===== config.mk =====
export PLATFORM = sky130hd
export DESIGN_NAME = bfha_ctrl
export DESIGN_NICKNAME = d
export VERILOG_FILES = /design/src/design/bfha_pkg.sv /design/src/design/bfha_ctrl.sv
export SDC_FILE = /design/constraint.sdc
export NUM_CORES = 1
export LEC_CHECK = 0
export BUFFER_PORTS_ARGS = -buffer_cell sky130_fd_sc_hd__clkbuf_2
export CORE_MARGIN = 2
export CORE_UTILIZATION = 50
export DETAILED_ROUTE_END_ITERATION = 10
export MAX_ROUTING_LAYER = met4
export PLACE_DENSITY_LB_ADDON = 0.3
export SYNTH_ARGS = -nofsm -noshare
export SYNTH_HDL_FRONTEND = slang
export SYNTH_SLANG_ARGS = --single-unit

===== constraint.sdc =====
create_clock -name clk_i -period 4.6 [get_ports clk_i]
set_input_delay 0.23 -clock clk_i [delete_from_list [all_inputs] [get_ports clk_i]]
set_output_delay 0.23 -clock clk_i [all_outputs]
set_load 0.01 [all_outputs]

===== src/design/bfha_pkg.sv =====
// Package with the shared constants, types and micro-operation codes of the heap allocator.
package bfha_pkg;

  localparam int unsigned HEAP_WORDS = 4096;
  localparam int unsigned WORD_BITS  = 16;
  localparam int unsigned IDX_W      = $clog2(HEAP_WORDS);
  localparam int unsigned HW_W       = 13;
  localparam int unsigned ADDR_W     = WORD_BITS + 2;
  localparam int unsigned SIZE_W     = 12;
  localparam int unsigned OFF_W      = 12;

  localparam logic [WORD_BITS-1:0] NIL_WORD  = {WORD_BITS{1'b1}};
  localparam logic [WORD_BITS-1:0] USED_WORD = {{(WORD_BITS-1){1'b1}}, 1'b0};
  localparam logic [HW_W-1:0]      HW_MIN    = HW_W'(8);
  localparam logic [HW_W-1:0]      HW_MAX    = HW_W'(HEAP_WORDS);

  typedef logic [WORD_BITS-1:0] word_t;
  typedef logic [ADDR_W-1:0]    addr_t;

  typedef enum logic [4:0] {
    OP_NONE,
    OP_LOAD,
    OP_BF_INIT,
    OP_RD_C,
    OP_BF_SZ,
    OP_BF_NEXT,
    OP_CV_TAIL,
    OP_CV_USED,
    OP_CV_HEAD,
    OP_RD_1,
    OP_RD_0,
    OP_MG_INIT,
    OP_MG_RDC,
    OP_MG_CSZ,
    OP_MG_PN,
    OP_MG_CN,
    OP_MG_WP,
    OP_MG_WPN,
    OP_FR_RD,
    OP_FR_EVAL,
    OP_FR_WN,
    OP_RES_OK,
    OP_RES_FAIL,
    OP_RES_FREE
  } dp_op_e;

  typedef enum logic [4:0] {
    ST_IDLE,
    ST_DISPATCH,
    ST_BF_CHK,
    ST_BF_SZ,
    ST_BF_NX,
    ST_BF_END,
    ST_CV_TAIL,
    ST_CV_USED,
    ST_CV_HEAD,
    ST_MG_R1,
    ST_MG_INIT,
    ST_MG_CHK,
    ST_MG_CSZ,
    ST_MG_PN,
    ST_MG_CN,
    ST_MG_WP,
    ST_MG_WPN,
    ST_FR_RD,
    ST_FR_EVAL,
    ST_FR_WN,
    ST_DONE_OK,
    ST_DONE_FAIL,
    ST_DONE_FREE
  } state_e;

  typedef struct packed {
    dp_op_e op;
  } dp_cmd_t;

  typedef struct packed {
    logic op_free;
    logic off_small;
    logic walk_ok;
    logic found;
    logic rd_nil;
    logic mg_ok;
    logic both_free;
    logic fr_cont;
  } dp_status_t;

endpackage


===== src/design/bfha_ctrl.sv =====
// Controller state machine of the heap allocator: sequences list walks, carving, merging and results.
module bfha_ctrl (
  input  logic                 clk_i,
  input  logic                 rst_ni,
  input  logic                 in_valid_i,
  output logic                 in_ready_o,
  output logic                 out_valid_o,
  input  logic                 out_ready_i,
  input  bfha_pkg::dp_status_t status_i,
  output bfha_pkg::dp_cmd_t    cmd_o
);
  import bfha_pkg::*;

  state_e state_q, state_d;
  logic   retried_q, retried_d;
  logic   out_valid_q, out_valid_d;
  logic   slot_free, res_set;

  assign slot_free = !out_valid_q || out_ready_i;

  always_ff @(posedge clk_i or negedge rst_ni) begin
    if (!rst_ni) begin
      state_q     <= ST_IDLE;
      retried_q   <= 1'b0;
      out_valid_q <= 1'b0;
    end else begin
      state_q     <= state_d;
      retried_q   <= retried_d;
      out_valid_q <= out_valid_d;
    end
  end

  always_comb begin
    state_d    = state_q;
    retried_d  = retried_q;
    cmd_o.op   = OP_NONE;
    in_ready_o = 1'b0;
    res_set    = 1'b0;
    unique case (state_q)
      ST_IDLE: begin
        in_ready_o = 1'b1;
        if (in_valid_i) begin
          cmd_o.op  = OP_LOAD;
          retried_d = 1'b0;
          state_d   = ST_DISPATCH;
        end
      end
      ST_DISPATCH: begin
        if (status_i.op_free) begin
          state_d = status_i.off_small ? ST_DONE_FREE : ST_FR_RD;
        end else begin
          state_d = ST_BF_CHK;
        end
      end
      ST_BF_CHK: begin
        if (status_i.walk_ok) begin
          cmd_o.op = OP_RD_C;
          state_d  = ST_BF_SZ;
        end else begin
          state_d = ST_BF_END;
        end
      end
      ST_BF_SZ: begin
        cmd_o.op = OP_BF_SZ;
        state_d  = ST_BF_NX;
      end
      ST_BF_NX: begin
        cmd_o.op = OP_BF_NEXT;
        state_d  = ST_BF_CHK;
      end
      ST_BF_END: begin
        if (status_i.found) begin
          state_d = ST_CV_TAIL;
        end else if (retried_q) begin
          state_d = ST_DONE_FAIL;
        end else begin
          cmd_o.op = OP_RD_1;
          state_d  = ST_MG_R1;
        end
      end
      ST_CV_TAIL: begin
        cmd_o.op = OP_CV_TAIL;
        state_d  = ST_CV_USED;
      end
      ST_CV_USED: begin
        cmd_o.op = OP_CV_USED;
        state_d  = ST_CV_HEAD;
      end
      ST_CV_HEAD: begin
        cmd_o.op = OP_CV_HEAD;
        state_d  = ST_DONE_OK;
      end
      ST_MG_R1: begin
        if (status_i.rd_nil) begin
          cmd_o.op  = OP_BF_INIT;
          retried_d = 1'b1;
          state_d   = ST_BF_CHK;
        end else begin
          cmd_o.op = OP_RD_0;
          state_d  = ST_MG_INIT;
        end
      end
      ST_MG_INIT: begin
        cmd_o.op = OP_MG_INIT;
        state_d  = ST_MG_CHK;
      end
      ST_MG_CHK: begin
        if (status_i.mg_ok) begin
          cmd_o.op = OP_MG_RDC;
          state_d  = ST_MG_CSZ;
        end else begin
          cmd_o.op  = OP_BF_INIT;
          retried_d = 1'b1;
          state_d   = ST_BF_CHK;
        end
      end
      ST_MG_CSZ: begin
        cmd_o.op = OP_MG_CSZ;
        state_d  = ST_MG_PN;
      end
      ST_MG_PN: begin
        cmd_o.op = OP_MG_PN;
        state_d  = ST_MG_CN;
      end
      ST_MG_CN: begin
        cmd_o.op = OP_MG_CN;
        state_d  = status_i.both_free ? ST_MG_WP : ST_MG_CHK;
      end
      ST_MG_WP: begin
        cmd_o.op = OP_MG_WP;
        state_d  = ST_MG_WPN;
      end
      ST_MG_WPN: begin
        cmd_o.op = OP_MG_WPN;
        state_d  = ST_MG_CHK;
      end
      ST_FR_RD: begin
        cmd_o.op = OP_FR_RD;
        state_d  = ST_FR_EVAL;
      end
      ST_FR_EVAL: begin
        cmd_o.op = OP_FR_EVAL;
        state_d  = status_i.fr_cont ? ST_FR_RD : ST_FR_WN;
      end
      ST_FR_WN: begin
        cmd_o.op = OP_FR_WN;
        state_d  = ST_DONE_FREE;
      end
      ST_DONE_OK: begin
        if (slot_free) begin
          cmd_o.op = OP_RES_OK;
          res_set  = 1'b1;
          state_d  = ST_IDLE;
        end
      end
      ST_DONE_FAIL: begin
        if (slot_free) begin
          cmd_o.op = OP_RES_FAIL;
          res_set  = 1'b1;
          state_d  = ST_IDLE;
        end
      end
      ST_DONE_FREE: begin
        if (slot_free) begin
          cmd_o.op = OP_RES_FREE;
          res_set  = 1'b1;
          state_d  = ST_IDLE;
        end
      end
      default: state_d = ST_IDLE;
    endcase
  end

  assign out_valid_d = res_set || (out_valid_q && !out_ready_i);
  assign out_valid_o = out_valid_q;

`ifndef SYNTHESIS
  a_res_from_done: assert property (@(posedge clk_i) disable iff (!rst_ni)
    res_set |-> slot_free)
    else $error("result written while the previous one is still pending");
  a_retry_once: assert property (@(posedge clk_i) disable iff (!rst_ni)
    (state_q == ST_DONE_FAIL) |-> retried_q)
    else $error("allocation failed without a merge and retry");
  a_load_idle: assert property (@(posedge clk_i) disable iff (!rst_ni)
    (cmd_o.op == OP_LOAD) |=> (state_q == ST_DISPATCH))
    else $error("request loaded without dispatch");
`endif
endmodule


==> flow_metrics.py <==
metrics = {
    "outcome": {
        "outcome": "completed",
    },
    "critical_path": {
        "crit_family": "flip-flops",
        "worst_reg2reg_path_startpoint": "state_q[4]",
        "timing.rr.end": "state_q[1]",
        "worst-path-buf-inv": 1,
        "worst_ep_required_time_ps": 4370,
        "rrSetupSlack_ps": 2650,
        "setup_cp_type": "register to output port",
        "worst_setup_path_start_kind": "register",
        "crit_path_cell_trace": "nor2_1, a21o_1, a211oi_1, o2111ai_1, clkbuf_2",
        "worst_path_max_delay_cell": "sky130_fd_sc_hd__dfrtp_1",
        "cp_max_stage_delay_ps": 820,
        "crit_path_max_fanout": 25,
        "number_of_cells_on_the_worst_reg_to_reg_path": 4,
        "worst_ep_arrival_time_ps": 2200,
        "critical_path.endpoint_type": "output port",
    },
    "hold_path": {
        "source_of_the_worst_hold_timing_path": "status_i[6]",
        "timing.hold.worst.class": "primary input to register",
        "worstHoldEndpoint": "state_q[2]",
        "number_of_cells_on_the_worst_hold_path": 3,
    },
    "floorplanning": {
        "initial_core_util": 0.515,
        "placement_rows": 15,
        "fp.dieW_um": 45.7,
        "fp.coreArea_mm2": 0.00169,
        "floorplan_die_height_um": 45.7,
        "die_area_mm2": 0.00209,
        "top_level_ports": 19,
    },
    "drt": {
        "dr.pass1.iters": 5,
        "antenna_violating_nets_post_route": 0,
        "route.detailed.drc": 0,
        "detailedRoute.firstIterationViolations": 123,
        "routed_wirelength_um": 2620,
        "dr_total_vias": 1059,
        "avgRoutedWirePerCell_um": 17.1,
        "avgViaCountPerCell": 6.92,
    },
    "cts": {
        "clk_lat_worst_skew_ps": 260,
        "cts_inserted_buffers": 3,
        "cts.clk_slew.worst_paths_ps": 60,
        "cts_tree": "yes",
        "clock_sink_count": 7,
        "cts-root-to-sink-buffers": 2,
        "clock_tree.root_cell": "sky130_fd_sc_hd__clkbuf_4",
        "htreeDepth": 1,
    },
    "placement": {
        "number_of_buffers_inserted_by_port_buffering": 18,
        "placed_cell_count": 148,
        "gp_congestion": 0.897,
        "hpwlAfterDp_um": 1790,
    },
    "layout": {
        "mostFrequentLayoutCells": "sky130_fd_sc_hd__clkbuf_2 (18), sky130_fd_sc_hd__nand2_1 (11), sky130_fd_sc_hd__o21ai_0 (10)",
        "fillCellCount": 164,
        "most_frequent_standard_cell_in_the_layout_excluding_fill_and_tap_cells": "sky130_fd_sc_hd__clkbuf_2",
        "layout.nets": 149,
        "number_of_standard_cells_in_the_final_layout_excluding_fillers": 153,
        "final_layout_size_suffix_gt1_frac": 0.199,
        "area_delta_synth_final_pct": 10.8,
        "num_antenna_cells": 0,
        "final_core_util": 0.570,
    },
    "timing": {
        "max_slew_margin": 0.501,
        "max_freq_mhz": 412,
        "fin_crit_ps": 2430,
        "final_hold_viol_count": 0,
        "tns_ps": 0,
        "finalClockSkew_ps": 0.468,
        "max_slew.worst_pin.slew_ps": 748,
        "final-max-slew-violation-count": 0,
        "fin_crit_sh": 0.528,
        "timing.final.setup_violations": 0,
        "rsz0062_at_grt": "false",
    },
    "global_route": {
        "grtUsageTotal": 0.275,
        "grt_first_pass_wirelength_um": 4110,
        "grt_pass1_vias": 892,
        "gr-total-overflow": 0,
        "pin_count_of_the_biggest_net_entering_global_routing": 26,
        "antenna_found_initial": 0,
    },
    "job": {
        "drv_cap": 0,
    },
    "yosys": {
        "synth_edf_count": 0,
        "syn-instance-count": 124,
        "synth-seq-area-share": 0.201,
        "postSynth.topFlopCell": "sky130_fd_sc_hd__dfrtp_1",
        "average_cell_area_after_synthesis_um2": 7.01,
        "yosys_register_bits": 7,
        "netlist_area_um2": 870,
        "postSynth.asyncResetShare": 1.00,
        "synthesis.nets": 136,
        "yosys_warnings": 0,
        "synth_cell_type_count": 44,
    },
    "pwr": {
        "power_density_mw_per_mm2": 716,
        "static-leakage-power_uw": 0.000399,
        "vdd_drop_max_v": 0.000413,
    },
}
-- state kept, by name (all words and copies together), names as in the netlist --
| register | cells |
|---|---|
| out_valid_o | 1 |
| state_q | 5 |
| retried_q | 1 |
-- cell usage after synthesis, types with 4 or more instances --
| cell type | count | area share |
|---|---|---|
| sky130_fd_sc_hd__nor2b_1 | 7 | 0.050 |
| sky130_fd_sc_hd__buf_2 | 5 | 0.029 |
| sky130_fd_sc_hd__nor2_1 | 8 | 0.035 |
| sky130_fd_sc_hd__clkbuf_1 | 4 | 0.017 |
| sky130_fd_sc_hd__o21ai_1 | 4 | 0.023 |
| sky130_fd_sc_hd__nand2_1 | 11 | 0.047 |
| sky130_fd_sc_hd__nand3_1 | 6 | 0.035 |
| sky130_fd_sc_hd__dfrtp_1 | 7 | 0.20 |
| sky130_fd_sc_hd__nand2b_1 | 4 | 0.029 |
| sky130_fd_sc_hd__o21ai_0 | 10 | 0.058 |
| sky130_fd_sc_hd__a21oi_1 | 5 | 0.029 |
-- worst min-delay path, stage by stage --
cell	delay, ps
sky130_fd_sc_hd__clkbuf_2	90
sky130_fd_sc_hd__nand3_1	60
sky130_fd_sc_hd__o2111ai_1	110
-- routing by layer --
metal	global-route usage	wire, µm
met5	-	0
met4	0.103	61
met3	0.0397	281
met2	0.406	1200
met1	0.380	1080
-- logic make-up (layout without fill, tap and decap cells) --
| family | after synthesis | in the layout | synth area share |
|---|---|---|---|
| buf+inv | 16 | 28 | 0.0849 |
| simple gates | 53 | 53 | 0.335 |
| flops | 7 | 7 | 0.201 |
| compound gates | 48 | 48 | 0.378 |
-- power breakdown --
part           total (µW)  switching, µW  internal [µW]
clock                59.6           27.6           32.0
combinational         428            242            186
sequential            202            115           87.0
-- what timing repair did --
item | 4_1_cts | 5_1_grt
resized for setup | 0 | 0
setup endpoints to repair | 0 | 0
hold buffers | 1 | 0
endpoints found under the hold margin | 7 | 0
buffers inserted | 0 | 0
-- metrics by stage --
stage          hold slack (ps)  total power [µW]  area (µm²)  setup slack (ps)
3_3_place_gp              79.1               602         926              2600
4_1_cts                    276               677         963              2220
6_report                   269               690         963              2170
2_1_floorplan            -65.6               509         870              3030
3_5_place_dp              76.2               613         926              2500
5_1_grt                    304               742         963              2030
-- worst max-delay path by stage --
stage | startpoint | to | depth (start not counted)
CTS | state_q[2] | cmd_o[1] | 5
global route | state_q[2] | cmd_o[1] | 5
finish | state_q[2] | cmd_o[1] | 5
global placement | state_q[2] | cmd_o[1] | 5
detailed placement | state_q[2] | cmd_o[1] | 5
floorplan | state_q[4] | cmd_o[0] | 5
-- area by class of cell --
| class | count | area [µm²] | area share |
|---|---|---|---|
| sequential | 7 | 175 | 0.182 |
| multi-input combinational | 101 | 621 | 0.644 |
| clock buffer | 3 | 22.5 | 0.0234 |
| tap | 17 | 21.3 | 0.0221 |
| clock inverter | 1 | 5.00 | 0.00519 |
| timing repair buffer | 19 | 100 | 0.104 |
| inverter | 5 | 18.8 | 0.0195 |
No activity file was read; power rests on OpenSTA's default activity.
